`src/rtl/core/stl_pkg.sv`:
```
package stl_pkg;

    // character codes
    localparam logic [7:0] CH_SEMI      = 8'h3B;
    localparam logic [7:0] CH_QUOTE     = 8'h22;
    localparam logic [7:0] CH_DOT       = 8'h2E;
    localparam logic [7:0] CH_BSLASH    = 8'h5C;
    localparam logic [7:0] CH_NL        = 8'h0A;
    localparam logic [7:0] CH_TAB       = 8'h09;
    localparam logic [7:0] CH_VT        = 8'h0B;
    localparam logic [7:0] CH_FF        = 8'h0C;
    localparam logic [7:0] CH_CR        = 8'h0D;
    localparam logic [7:0] CH_SPACE     = 8'h20;
    localparam logic [7:0] CH_MINUS     = 8'h2D;
    localparam logic [7:0] CH_ZERO      = 8'h30;
    localparam logic [7:0] CH_NINE      = 8'h39;
    localparam logic [7:0] CH_LOWER_T   = 8'h74;
    localparam logic [7:0] CH_LOWER_N   = 8'h6E;
    localparam logic [7:0] CH_LOWER_R   = 8'h72;

    // command codes
    localparam logic CMD_TEXT = 1'b0;
    localparam logic CMD_EOI  = 1'b1;

    // configuration register indexes
    localparam int unsigned CFG_IDX_W = 2;
    localparam logic [CFG_IDX_W-1:0] CFG_SPECIAL_0 = 2'd0;
    localparam logic [CFG_IDX_W-1:0] CFG_SPECIAL_1 = 2'd1;
    localparam logic [CFG_IDX_W-1:0] CFG_SPECIAL_2 = 2'd2;
    localparam logic [CFG_IDX_W-1:0] CFG_SPECIAL_3 = 2'd3;

    typedef enum logic [3:0] {
        MODE_IDLE    = 4'b0001,
        MODE_COMMENT = 4'b0010,
        MODE_TOKEN   = 4'b0100,
        MODE_LITERAL = 4'b1000
    } lex_mode_t;

    typedef struct packed {
        logic [7:0] token_char;
        logic       first_of_token;
        logic       last_of_token;
        logic       from_literal;
        logic       empty_token;
    } res_t;

    // results caused by one byte; r0 always valid in a queued entry
    typedef struct packed {
        logic two;
        res_t r0;
        res_t r1;
    } entry_t;

    function automatic res_t make_res(logic [7:0] ch, logic first, logic last,
                                      logic lit, logic empty);
        res_t r;
        r.token_char     = ch;
        r.first_of_token = first;
        r.last_of_token  = last;
        r.from_literal   = lit;
        r.empty_token    = empty;
        return r;
    endfunction

endpackage

```
`src/rtl/core/stl_in_if.sv`:
```
interface stl_in_if;
    logic       valid;
    logic       ready;
    logic       command;
    logic [7:0] char_in;

    modport source (output valid, output command, output char_in, input ready);
    modport sink   (input valid, input command, input char_in, output ready);
endinterface

```
`src/rtl/core/stl_out_if.sv`:
```
interface stl_out_if;
    logic       valid;
    logic       ready;
    logic [7:0] token_char;
    logic       first_of_token;
    logic       last_of_token;
    logic       from_literal;
    logic       empty_token;

    modport source (output valid, output token_char, output first_of_token,
                    output last_of_token, output from_literal, output empty_token,
                    input ready);
    modport sink   (input valid, input token_char, input first_of_token,
                    input last_of_token, input from_literal, input empty_token,
                    output ready);
endinterface

```
`src/rtl/core/stl_cfg_if.sv`:
```
interface stl_cfg_if;
    logic        valid;
    logic        ready;
    logic [1:0]  index;
    logic [63:0] data;

    modport source (output valid, output index, output data, input ready);
    modport sink   (input valid, input index, input data, output ready);
endinterface

```
`src/rtl/core/script_token_lexer.sv`:
```
// channel | role   | beat moves                          | handshake
// src     | sink   | command, char_in                    | valid & ready
// dst     | source | token_char, first/last, lit, empty  | valid & ready
// cfg     | sink   | index (special_set_0..3), data      | valid & ready (ready tied high)
//
// one text byte per cycle is taken while the result queue has room; the
// byte's state update and its results are written at the edge of its beat,
// so its first result, if no older entry is queued, is offered on dst in the
// cycle right after that edge; the result port gives one beat per cycle while
// dst is ready, so a byte causing two results takes two beats; sustained rate
// is one byte per cycle unless results outrun the port, then one result per cycle
// reset clears lexer state, special sets and the queue; no clearing pass
// dst stalls fill the queue, then src ready drops; src idling never blocks dst
module script_token_lexer
    import stl_pkg::*;
#(
    parameter int unsigned QUEUE_DEPTH = 4
)
(
    input  logic          clk,
    input  logic          rst_n,
    stl_in_if.sink        src,
    stl_out_if.source     dst,
    stl_cfg_if.sink       cfg
);

    // front to queue
    logic   push;
    entry_t push_entry;
    logic   q_full;

    // queue to back
    logic   q_empty;
    logic   pop;
    entry_t head;
    res_t   out_res;

    // special sets are always writable
    assign cfg.ready = 1'b1;

    // front: classifies the byte, updates the token state, forms results
    stl_front u_front (
        .clk        (clk),
        .rst_n      (rst_n),
        .in_valid   (src.valid),
        .in_ready   (src.ready),
        .command    (src.command),
        .char_in    (src.char_in),
        .cfg_valid  (cfg.valid),
        .cfg_index  (cfg.index),
        .cfg_data   (cfg.data),
        .q_full     (q_full),
        .push       (push),
        .push_entry (push_entry)
    );

    // short queue of per-byte result entries, decouples front and back
    stl_queue #(
        .DEPTH (QUEUE_DEPTH)
    ) u_queue (
        .clk        (clk),
        .rst_n      (rst_n),
        .push       (push),
        .push_entry (push_entry),
        .full       (q_full),
        .pop        (pop),
        .empty      (q_empty),
        .head       (head)
    );

    // back: hands out the one or two results of each entry in order
    stl_back u_back (
        .clk       (clk),
        .rst_n     (rst_n),
        .empty     (q_empty),
        .head      (head),
        .pop       (pop),
        .out_valid (dst.valid),
        .out_ready (dst.ready),
        .out_res   (out_res)
    );

    assign dst.token_char     = out_res.token_char;
    assign dst.first_of_token = out_res.first_of_token;
    assign dst.last_of_token  = out_res.last_of_token;
    assign dst.from_literal   = out_res.from_literal;
    assign dst.empty_token    = out_res.empty_token;

endmodule

```
`src/rtl/core/stl_front.sv`:
```
module stl_front
    import stl_pkg::*;
(
    input  logic                 clk,
    input  logic                 rst_n,
    input  logic                 in_valid,
    output logic                 in_ready,
    input  logic                 command,
    input  logic [7:0]           char_in,
    input  logic                 cfg_valid,
    input  logic [CFG_IDX_W-1:0] cfg_index,
    input  logic [63:0]          cfg_data,
    input  logic                 q_full,
    output logic                 push,
    output entry_t               push_entry
);

    lex_mode_t   mode_reg, mode_next;
    logic [7:0]  held_char_reg, held_char_next;
    logic        held_valid_reg, held_valid_next;
    logic        held_first_reg, held_first_next;
    logic        numeric_reg, numeric_next;
    logic        escape_reg, escape_next;
    logic [63:0] special_reg [4];

    logic [255:0] special_map;
    logic         accept;
    logic         is_sp, is_ws, is_num, tok_end;
    logic         v0, v1;
    res_t         r0, r1;

    assign special_map = {special_reg[3], special_reg[2], special_reg[1], special_reg[0]};
    assign is_sp  = special_map[char_in];
    assign is_ws  = (char_in == CH_SPACE) || (char_in == CH_TAB) || (char_in == CH_NL)
                 || (char_in == CH_VT) || (char_in == CH_FF) || (char_in == CH_CR);
    assign is_num = (char_in == CH_MINUS) || ((char_in >= CH_ZERO) && (char_in <= CH_NINE));
    assign tok_end = is_sp || is_ws || ((char_in == CH_DOT) && !numeric_reg);

    assign in_ready = !q_full;
    assign accept   = in_valid && in_ready;

    always_comb
    begin
        logic bt;
        logic [7:0] esc_ch;
        logic esc_hit;
        mode_next       = mode_reg;
        held_char_next  = held_char_reg;
        held_valid_next = held_valid_reg;
        held_first_next = held_first_reg;
        numeric_next    = numeric_reg;
        escape_next     = escape_reg;
        v0 = 1'b0;
        v1 = 1'b0;
        r0 = '0;
        r1 = '0;
        bt = 1'b0;
        esc_ch  = CH_BSLASH;
        esc_hit = 1'b1;

        if (command == CMD_EOI)
        begin
            if (held_valid_reg)
            begin
                v0 = 1'b1;
                r0 = make_res(held_char_reg, held_first_reg, 1'b1,
                              mode_reg == MODE_LITERAL, 1'b0);
            end
            mode_next       = MODE_IDLE;
            held_char_next  = '0;
            held_valid_next = 1'b0;
            held_first_next = 1'b0;
            numeric_next    = 1'b0;
            escape_next     = 1'b0;
        end
        else
        begin
            case (mode_reg)
                MODE_IDLE:
                begin
                    bt = 1'b1;
                end
                MODE_COMMENT:
                begin
                    if (char_in == CH_NL)
                        mode_next = MODE_IDLE;
                end
                MODE_TOKEN:
                begin
                    if (tok_end)
                    begin
                        if (held_valid_reg)
                        begin
                            v0 = 1'b1;
                            r0 = make_res(held_char_reg, held_first_reg, 1'b1, 1'b0, 1'b0);
                        end
                        held_valid_next = 1'b0;
                        mode_next       = MODE_IDLE;
                        bt              = 1'b1;
                    end
                    else
                    begin
                        // emit held, hold the new byte
                        if (held_valid_reg)
                        begin
                            v0 = 1'b1;
                            r0 = make_res(held_char_reg, held_first_reg, 1'b0, 1'b0, 1'b0);
                        end
                        held_first_next = !held_valid_reg;
                        held_char_next  = char_in;
                        held_valid_next = 1'b1;
                    end
                end
                MODE_LITERAL:
                begin
                    case (char_in)
                        CH_BSLASH:  esc_ch = CH_BSLASH;
                        CH_LOWER_T: esc_ch = CH_TAB;
                        CH_LOWER_N: esc_ch = CH_NL;
                        CH_LOWER_R: esc_ch = CH_CR;
                        CH_QUOTE:   esc_ch = CH_QUOTE;
                        default:    esc_hit = 1'b0;
                    endcase
                    if (escape_reg && held_valid_reg)
                    begin
                        escape_next = 1'b0;
                        if (esc_hit)
                            held_char_next = esc_ch;
                        else
                        begin
                            v0 = 1'b1;
                            r0 = make_res(held_char_reg, held_first_reg, 1'b0, 1'b1, 1'b0);
                            held_first_next = 1'b0;
                            held_char_next  = char_in;
                        end
                    end
                    else if (char_in == CH_QUOTE)
                    begin
                        v0 = 1'b1;
                        if (held_valid_reg)
                            r0 = make_res(held_char_reg, held_first_reg, 1'b1, 1'b1, 1'b0);
                        else
                            r0 = make_res(8'h00, 1'b1, 1'b1, 1'b1, 1'b1);
                        held_valid_next = 1'b0;
                        escape_next     = 1'b0;
                        mode_next       = MODE_IDLE;
                    end
                    else
                    begin
                        if (held_valid_reg)
                        begin
                            v0 = 1'b1;
                            r0 = make_res(held_char_reg, held_first_reg, 1'b0, 1'b1, 1'b0);
                        end
                        held_first_next = !held_valid_reg;
                        held_char_next  = char_in;
                        held_valid_next = 1'b1;
                        escape_next     = (char_in == CH_BSLASH);
                    end
                end
                default:
                begin
                    mode_next = MODE_IDLE;
                end
            endcase

            // byte seen between tokens
            if (bt)
            begin
                if (char_in == CH_SEMI)
                    mode_next = MODE_COMMENT;
                else if (char_in == CH_QUOTE)
                begin
                    mode_next       = MODE_LITERAL;
                    held_valid_next = 1'b0;
                    escape_next     = 1'b0;
                end
                else if (is_sp || (char_in == CH_DOT))
                begin
                    if (v0)
                    begin
                        v1 = 1'b1;
                        r1 = make_res(char_in, 1'b1, 1'b1, 1'b0, 1'b0);
                    end
                    else
                    begin
                        v0 = 1'b1;
                        r0 = make_res(char_in, 1'b1, 1'b1, 1'b0, 1'b0);
                    end
                end
                else if (!is_ws)
                begin
                    mode_next       = MODE_TOKEN;
                    held_char_next  = char_in;
                    held_valid_next = 1'b1;
                    held_first_next = 1'b1;
                    numeric_next    = is_num;
                end
            end
        end
    end

    assign push            = accept && v0;
    assign push_entry.two  = v1;
    assign push_entry.r0   = r0;
    assign push_entry.r1   = r1;

    always_ff @(posedge clk or negedge rst_n)
    begin
        if (!rst_n)
        begin
            mode_reg       <= MODE_IDLE;
            held_char_reg  <= '0;
            held_valid_reg <= 1'b0;
            held_first_reg <= 1'b0;
            numeric_reg    <= 1'b0;
            escape_reg     <= 1'b0;
        end
        else if (accept)
        begin
            mode_reg       <= mode_next;
            held_char_reg  <= held_char_next;
            held_valid_reg <= held_valid_next;
            held_first_reg <= held_first_next;
            numeric_reg    <= numeric_next;
            escape_reg     <= escape_next;
        end
    end

    always_ff @(posedge clk or negedge rst_n)
    begin
        if (!rst_n)
        begin
            special_reg[0] <= '0;
            special_reg[1] <= '0;
            special_reg[2] <= '0;
            special_reg[3] <= '0;
        end
        else if (cfg_valid)
        begin
            case (cfg_index)
                CFG_SPECIAL_0: special_reg[0] <= cfg_data;
                CFG_SPECIAL_1: special_reg[1] <= cfg_data;
                CFG_SPECIAL_2: special_reg[2] <= cfg_data;
                CFG_SPECIAL_3: special_reg[3] <= cfg_data;
                default:       special_reg[0] <= special_reg[0];
            endcase
        end
    end

endmodule

```
`src/rtl/core/stl_queue.sv`:
```
module stl_queue
    import stl_pkg::*;
#(
    parameter int unsigned DEPTH = 4
)
(
    input  logic   clk,
    input  logic   rst_n,
    input  logic   push,
    input  entry_t push_entry,
    output logic   full,
    input  logic   pop,
    output logic   empty,
    output entry_t head
);

    localparam int unsigned PTR_W = (DEPTH > 1) ? $clog2(DEPTH) : 1;
    localparam int unsigned CNT_W = $clog2(DEPTH + 1);
    localparam logic [PTR_W-1:0] LAST_PTR = PTR_W'(DEPTH - 1);
    localparam logic [CNT_W-1:0] FULL_CNT = CNT_W'(DEPTH);

    entry_t           store [DEPTH];
    logic [PTR_W-1:0] wr_ptr_reg, wr_ptr_next;
    logic [PTR_W-1:0] rd_ptr_reg, rd_ptr_next;
    logic [CNT_W-1:0] count_reg, count_next;
    logic             do_push, do_pop;

    assign full    = (count_reg == FULL_CNT);
    assign empty   = (count_reg == '0);
    assign do_push = push && !full;
    assign do_pop  = pop && !empty;
    assign head    = store[rd_ptr_reg];

    always_comb
    begin
        wr_ptr_next = wr_ptr_reg;
        rd_ptr_next = rd_ptr_reg;
        count_next  = count_reg;
        if (do_push)
            wr_ptr_next = (wr_ptr_reg == LAST_PTR) ? '0 : wr_ptr_reg + 1'b1;
        if (do_pop)
            rd_ptr_next = (rd_ptr_reg == LAST_PTR) ? '0 : rd_ptr_reg + 1'b1;
        if (do_push && !do_pop)
            count_next = count_reg + 1'b1;
        else if (do_pop && !do_push)
            count_next = count_reg - 1'b1;
    end

    always_ff @(posedge clk or negedge rst_n)
    begin
        if (!rst_n)
        begin
            wr_ptr_reg <= '0;
            rd_ptr_reg <= '0;
            count_reg  <= '0;
        end
        else
        begin
            wr_ptr_reg <= wr_ptr_next;
            rd_ptr_reg <= rd_ptr_next;
            count_reg  <= count_next;
        end
    end

    always_ff @(posedge clk)
    begin
        if (do_push)
            store[wr_ptr_reg] <= push_entry;
    end

endmodule

```
`src/rtl/core/stl_back.sv`:
```
module stl_back
    import stl_pkg::*;
(
    input  logic   clk,
    input  logic   rst_n,
    input  logic   empty,
    input  entry_t head,
    output logic   pop,
    output logic   out_valid,
    input  logic   out_ready,
    output res_t   out_res
);

    // which result of the head entry goes next
    logic sel_reg, sel_next;
    logic beat;

    assign out_valid = !empty;
    assign out_res   = sel_reg ? head.r1 : head.r0;
    assign beat      = out_valid && out_ready;
    assign pop       = beat && (sel_reg || !head.two);

    always_comb
    begin
        sel_next = sel_reg;
        if (beat)
            sel_next = !pop;
    end

    always_ff @(posedge clk or negedge rst_n)
    begin
        if (!rst_n)
            sel_reg <= 1'b0;
        else
            sel_reg <= sel_next;
    end

endmodule

```
`src/flat_wrapper.sv`:
```
// flat-port wrapper written by rule: the top's interface ports become plain ports
module script_token_lexer_flat import stl_pkg::*;
#(
    parameter int unsigned QUEUE_DEPTH = 4
)
  (clk, rst_n, src_valid, src_command, src_char_in, src_ready, dst_valid, dst_token_char, dst_first_of_token, dst_last_of_token, dst_from_literal, dst_empty_token, dst_ready, cfg_valid, cfg_index, cfg_data, cfg_ready);
  stl_in_if src_i ();
  stl_out_if dst_i ();
  stl_cfg_if cfg_i ();
  input  logic clk;
  input  logic rst_n;
  input wire logic [$bits(src_i.valid)-1:0] src_valid;
  input wire logic [$bits(src_i.command)-1:0] src_command;
  input wire logic [$bits(src_i.char_in)-1:0] src_char_in;
  output wire logic [$bits(src_i.ready)-1:0] src_ready;
  output wire logic [$bits(dst_i.valid)-1:0] dst_valid;
  output wire logic [$bits(dst_i.token_char)-1:0] dst_token_char;
  output wire logic [$bits(dst_i.first_of_token)-1:0] dst_first_of_token;
  output wire logic [$bits(dst_i.last_of_token)-1:0] dst_last_of_token;
  output wire logic [$bits(dst_i.from_literal)-1:0] dst_from_literal;
  output wire logic [$bits(dst_i.empty_token)-1:0] dst_empty_token;
  input wire logic [$bits(dst_i.ready)-1:0] dst_ready;
  input wire logic [$bits(cfg_i.valid)-1:0] cfg_valid;
  input wire logic [$bits(cfg_i.index)-1:0] cfg_index;
  input wire logic [$bits(cfg_i.data)-1:0] cfg_data;
  output wire logic [$bits(cfg_i.ready)-1:0] cfg_ready;
  assign src_i.valid = src_valid;
  assign src_i.command = src_command;
  assign src_i.char_in = src_char_in;
  assign src_ready = src_i.ready;
  assign dst_valid = dst_i.valid;
  assign dst_token_char = dst_i.token_char;
  assign dst_first_of_token = dst_i.first_of_token;
  assign dst_last_of_token = dst_i.last_of_token;
  assign dst_from_literal = dst_i.from_literal;
  assign dst_empty_token = dst_i.empty_token;
  assign dst_i.ready = dst_ready;
  assign cfg_i.valid = cfg_valid;
  assign cfg_i.index = cfg_index;
  assign cfg_i.data = cfg_data;
  assign cfg_ready = cfg_i.ready;
  script_token_lexer #(.QUEUE_DEPTH(QUEUE_DEPTH)) u_core (.clk(clk), .rst_n(rst_n), .src(src_i), .dst(dst_i), .cfg(cfg_i));
endmodule
```
`config.mk`:
```
export PLATFORM = sky130hd
export DESIGN_NAME = script_token_lexer_flat
export DESIGN_NICKNAME = d
export VERILOG_FILES = /design/src/rtl/core/stl_pkg.sv /design/src/rtl/core/stl_in_if.sv /design/src/rtl/core/stl_out_if.sv /design/src/rtl/core/stl_cfg_if.sv /design/src/rtl/core/script_token_lexer.sv /design/src/rtl/core/stl_front.sv /design/src/rtl/core/stl_queue.sv /design/src/rtl/core/stl_back.sv /design/src/flat_wrapper.sv
export SDC_FILE = /design/constraint.sdc
export NUM_CORES = 1
export LEC_CHECK = 0
export BUFFER_PORTS_ARGS = -buffer_cell sky130_fd_sc_hd__clkbuf_2
export CORE_AREA = 2 2 183 185
export CTS_BUF_LIST = sky130_fd_sc_hd__clkbuf_4 sky130_fd_sc_hd__clkbuf_8
export DETAILED_ROUTE_END_ITERATION = 7
export DIE_AREA = 0 0 185 187
export GPL_ROUTABILITY_DRIVEN = 0
export PLACE_DENSITY_LB_ADDON = 0.12
export SKIP_LAST_GASP = 1
export SLEW_MARGIN = 20
export SYNTH_ARGS = -nofsm -noshare
export SYNTH_HDL_FRONTEND = slang
export SYNTH_HIERARCHICAL = 1
export SYNTH_SLANG_ARGS = --single-unit
export TNS_END_PERCENT = 100
```
`constraint.sdc`:
```
create_clock -name clk -period 4.7 [get_ports clk]
set_clock_uncertainty 0.1 [all_clocks]
set_input_delay 0.705 -clock clk [delete_from_list [all_inputs] [get_ports clk]]
set_output_delay 0.705 -clock clk [all_outputs]
set_load 0.1 [all_outputs]
```
==> impl_metrics.ini <==
[run_status]
outcome = finished clean

[layout]
layout-drive-gt1-share = 0.453
area.growth.synth_to_final_pct = 13.0
fillers = 2625
final_nets = 1383
antenna_cells = 0
largest_reg_flops = 256
finalInstanceArea_um2 = 20000
final-instance-count-excl-fill = 1791

[power_and_ir_drop]
pwr-share-comb = 0.277
peakVddDrop_uv = 448
switching_share = 0.322
powerDensity_nw_per_um2 = 498
power_frac_seq = 0.439
p_int_mw = 6.75
leakagePower_nw = 8.26
p_sw_mw = 3.21
clkPwrFrac = 0.284

[synth]
avgSynthCellArea_um2 = 15.1
synth_ff_type = dfrtp_1
seq_area_frac_synth = 0.565
synth_cell_types = 75
synth_edf_count = 100
synthCells = 1174
yosysWarnings = 6
async_reset_ff_frac = 0.737
syn_area_um2 = 17700
ys_ff_latch = 380

[global_route]
grt_max_degree = 135
grt_pass1_vias = 11000
gr-usage-all-layers = 0.232
grt_pass1_wl_mm = 62.5
antenna_found_initial = 0
overflow = 0

[die]
rows = 67
die_y_um = 187
die_x_um = 185
ios = 95
start_util = 0.539
core_um2 = 32900
dieArea_um2 = 34600

[sta]
rsz0062_at_grt = no
slew_headroom = 0.299
fmax_ghz = 0.241
tightest_slew_ns = 1.05
period_share = 0.881
min_period_ns = 4.14
whs_ns = 0.291
hold_violations = 0
drv_slew = 0
fin_setup_tns_ns = 0
setup_viol = 0

[setup_path]
cp-end-kind = flop
criticalPathCategory = in -> reg
cp_max_fo = 23
start_kind = primary input
reg2reg_depth = 16
crit_chain = buf_4, buf_4, mux4_2, mux2i_1, nor3_1, a21oi_1, a311o_2, and3_1, nor2_1, nand3_1, a221oi_1, nor2b_1, ha_1, inv_1, fa_1, xor2_1, nor2_1, xor2_1
cpMaxStageDelayCell = a311o_2
reg2reg_to = u_core/u_queue/count_reg[2]$_DFFE_PN0P_
cp.arrival_ns = 4.54
required_ns = 5.10
crit_path_end = u_core/u_queue/count_reg[2]$_DFFE_PN0P_
reg2reg_from = u_core/u_front/special_map[6]$_DFFE_PN0P_
slowest_delay_ns = 0.48
reg2reg_slack_ns = 0.88
startpoint = src_char_in[0]

[clocking]
cts_setup_buffers = 0
tritoncts = done
cts_hold_buf = 0
clkLatencyLatePin_ns = 0.59
cts_htree_levels = 2
ctsResizeCount = 0
clk_pin_slew_ns = 0.06
cts_buffers = 61
clk_path_buf_depth = 3
root_buffer = clkbuf_8
cts_sinks = 380

[routing]
detail-route-antenna-nets = 0
drc = 0
detail_route.wl_per_cell_um = 21.7
vias_per_cell = 5.83
drt_iter0_drc = 778
num_vias = 10400
drt_first_pass_iters = 6
drt-total-wl_mm = 38.8

[job]
max_cap_violations = 0

[placed_design]
port_buffers = 93
dpl-instance-area_um2 = 18700
hpwlAfterDp_mm = 25.8
dp_cells = 1679

[min_path]
hold_class = in -> reg
==> metal layers <==
metal,track usage,wire [µm]
met4,0.0549,754
met2,0.375,18900
met3,0.0372,1920
met1,0.334,17300
met5,0,0
==> worst max-delay path: cells and delay by family <==
kind	cells	cell delay [ns]
adder cells (fa/ha/maj)	2	0.58
XOR/XNOR	2	0.33
buffers and inverters	3	0.69
multiplexers	2	0.34
AO/OA/AOI/OAI	3	0.87
AND/OR/NAND/NOR	6	1.01
==> power by group through the flow <==
stage	clock network, mW	logic (mW)	registers (mW)
floorplan	0	2.29	4.26
global placement	0	2.73	4.42
detailed placement	0	2.78	4.43
CTS	2.91	2.79	4.37
global route	3.07	2.96	4.44
finish	2.83	2.77	4.37
==> worst min path at each step <==
stage	to	slack (ns)	depth (start not counted)	startpoint
floorplan	u_core/u_back/sel_reg$_DFFE_PN0P_	0.31	0	rst_n
global placement	u_core/u_front/special_map[78]$_DFFE_PN0P_	0.38	1	u_core/u_front/special_map[78]$_DFFE_PN0P_
detailed placement	u_core/u_front/special_map[77]$_DFFE_PN0P_	0.39	1	u_core/u_front/special_map[77]$_DFFE_PN0P_
CTS	u_core/u_front/special_map[140]$_DFFE_PN0P_	0.18	1	rst_n
global route	u_core/u_front/special_map[31]$_DFFE_PN0P_	0.27	2	cfg_data[31]
finish	u_core/u_front/special_map[134]$_DFFE_PN0P_	0.29	2	cfg_data[6]
==> stage by stage <==
| step | utilization | worst slack [ns] | power [mW] |
|---|---|---|---|
| detailed placement | 0.570 | -0.0173 | 7.21 |
| CTS | 0.608 | 0.603 | 10.1 |
| global route | 0.609 | 0.326 | 10.5 |
| floorplan | - | 0.367 | 6.55 |
| global placement | 0.570 | 0.0884 | 7.15 |
| finish | 0.609 | 0.558 | 9.97 |
==> cell families (layout without fill, tap and decap cells) <==
family,after synthesis,after routing,share of synthesized area
other,2,3,0.000424
and+or+nand+nor,161,161,0.0494
adders and majority gates,7,7,0.00537
AOI/OAI and AO/OA,119,119,0.0504
DFF,380,380,0.565
muxes,397,397,0.296
buffers and inverters,104,272,0.0314
xor gates and xnor gates,4,4,0.00198
==> synth_stat cells, drive strengths merged (3+ instances only) <==
| library cell | instances | share of area |
|---|---|---|
| a2111oi | 4 | 0.0023 |
| a211o | 3 | 0.0015 |
| a211oi | 4 | 0.0017 |
| a21oi | 21 | 0.0064 |
| a221o | 4 | 0.0023 |
| a22o | 9 | 0.0045 |
| a22oi | 13 | 0.0063 |
| a31oi | 3 | 0.0011 |
| and2 | 16 | 0.0057 |
| and3 | 8 | 0.0028 |
| buf | 37 | 0.017 |
| clkbuf | 50 | 0.011 |
| dfrtp | 279 | 0.39 |
| edfxtp | 100 | 0.17 |
| ha | 6 | 0.0042 |
| inv | 16 | 0.0034 |
| mux2 | 276 | 0.18 |
| mux2i | 49 | 0.028 |
| mux4 | 72 | 0.092 |
| nand2 | 33 | 0.0070 |
| nand2b | 5 | 0.0018 |
| nand3 | 12 | 0.0034 |
| nand3b | 5 | 0.0021 |
| nand4 | 6 | 0.0021 |
| nor2 | 30 | 0.0065 |
| nor2b | 15 | 0.0053 |
| nor3 | 13 | 0.0037 |
| nor3b | 3 | 0.0016 |
| nor4 | 6 | 0.0021 |
| o21a | 4 | 0.0017 |
| o21ai | 18 | 0.0051 |
| o22ai | 3 | 0.0011 |
| o311ai | 3 | 0.0015 |
| o31ai | 5 | 0.0024 |
| o32ai | 4 | 0.0020 |
| or3 | 3 | 0.0013 |
| xor2 | 3 | 0.0015 |
==> cells in the final DEF, fill, tap and decap left out, drive strengths merged, types with 8 or more instances in the layout <==
cell type and count:
buf 54, inv 17, a22oi 13, clkbuf 188
mux2i 49, and2 16, dfrtp 279, nand2 33
o21ai 18, a22o 9, nor3 13, and3 8
mux4 72, mux2 276, edfxtp 100, a21oi 21
nor2 30, nand3 12, clkinv 12, nor2b 15
==> cell type report <==
cell class	count	area (µm²)	share of cell area
well taps	448	561	0.0280
multi-input cells	691	7160	0.358
clock buffers	98	1190	0.0596
clock inverters	12	53.8	0.00269
flip-flops and latches	380	10000	0.500
inverters	17	63.8	0.00319
repair buffers	145	968	0.0484
Note: power is estimated with default switching activity, not from simulation.
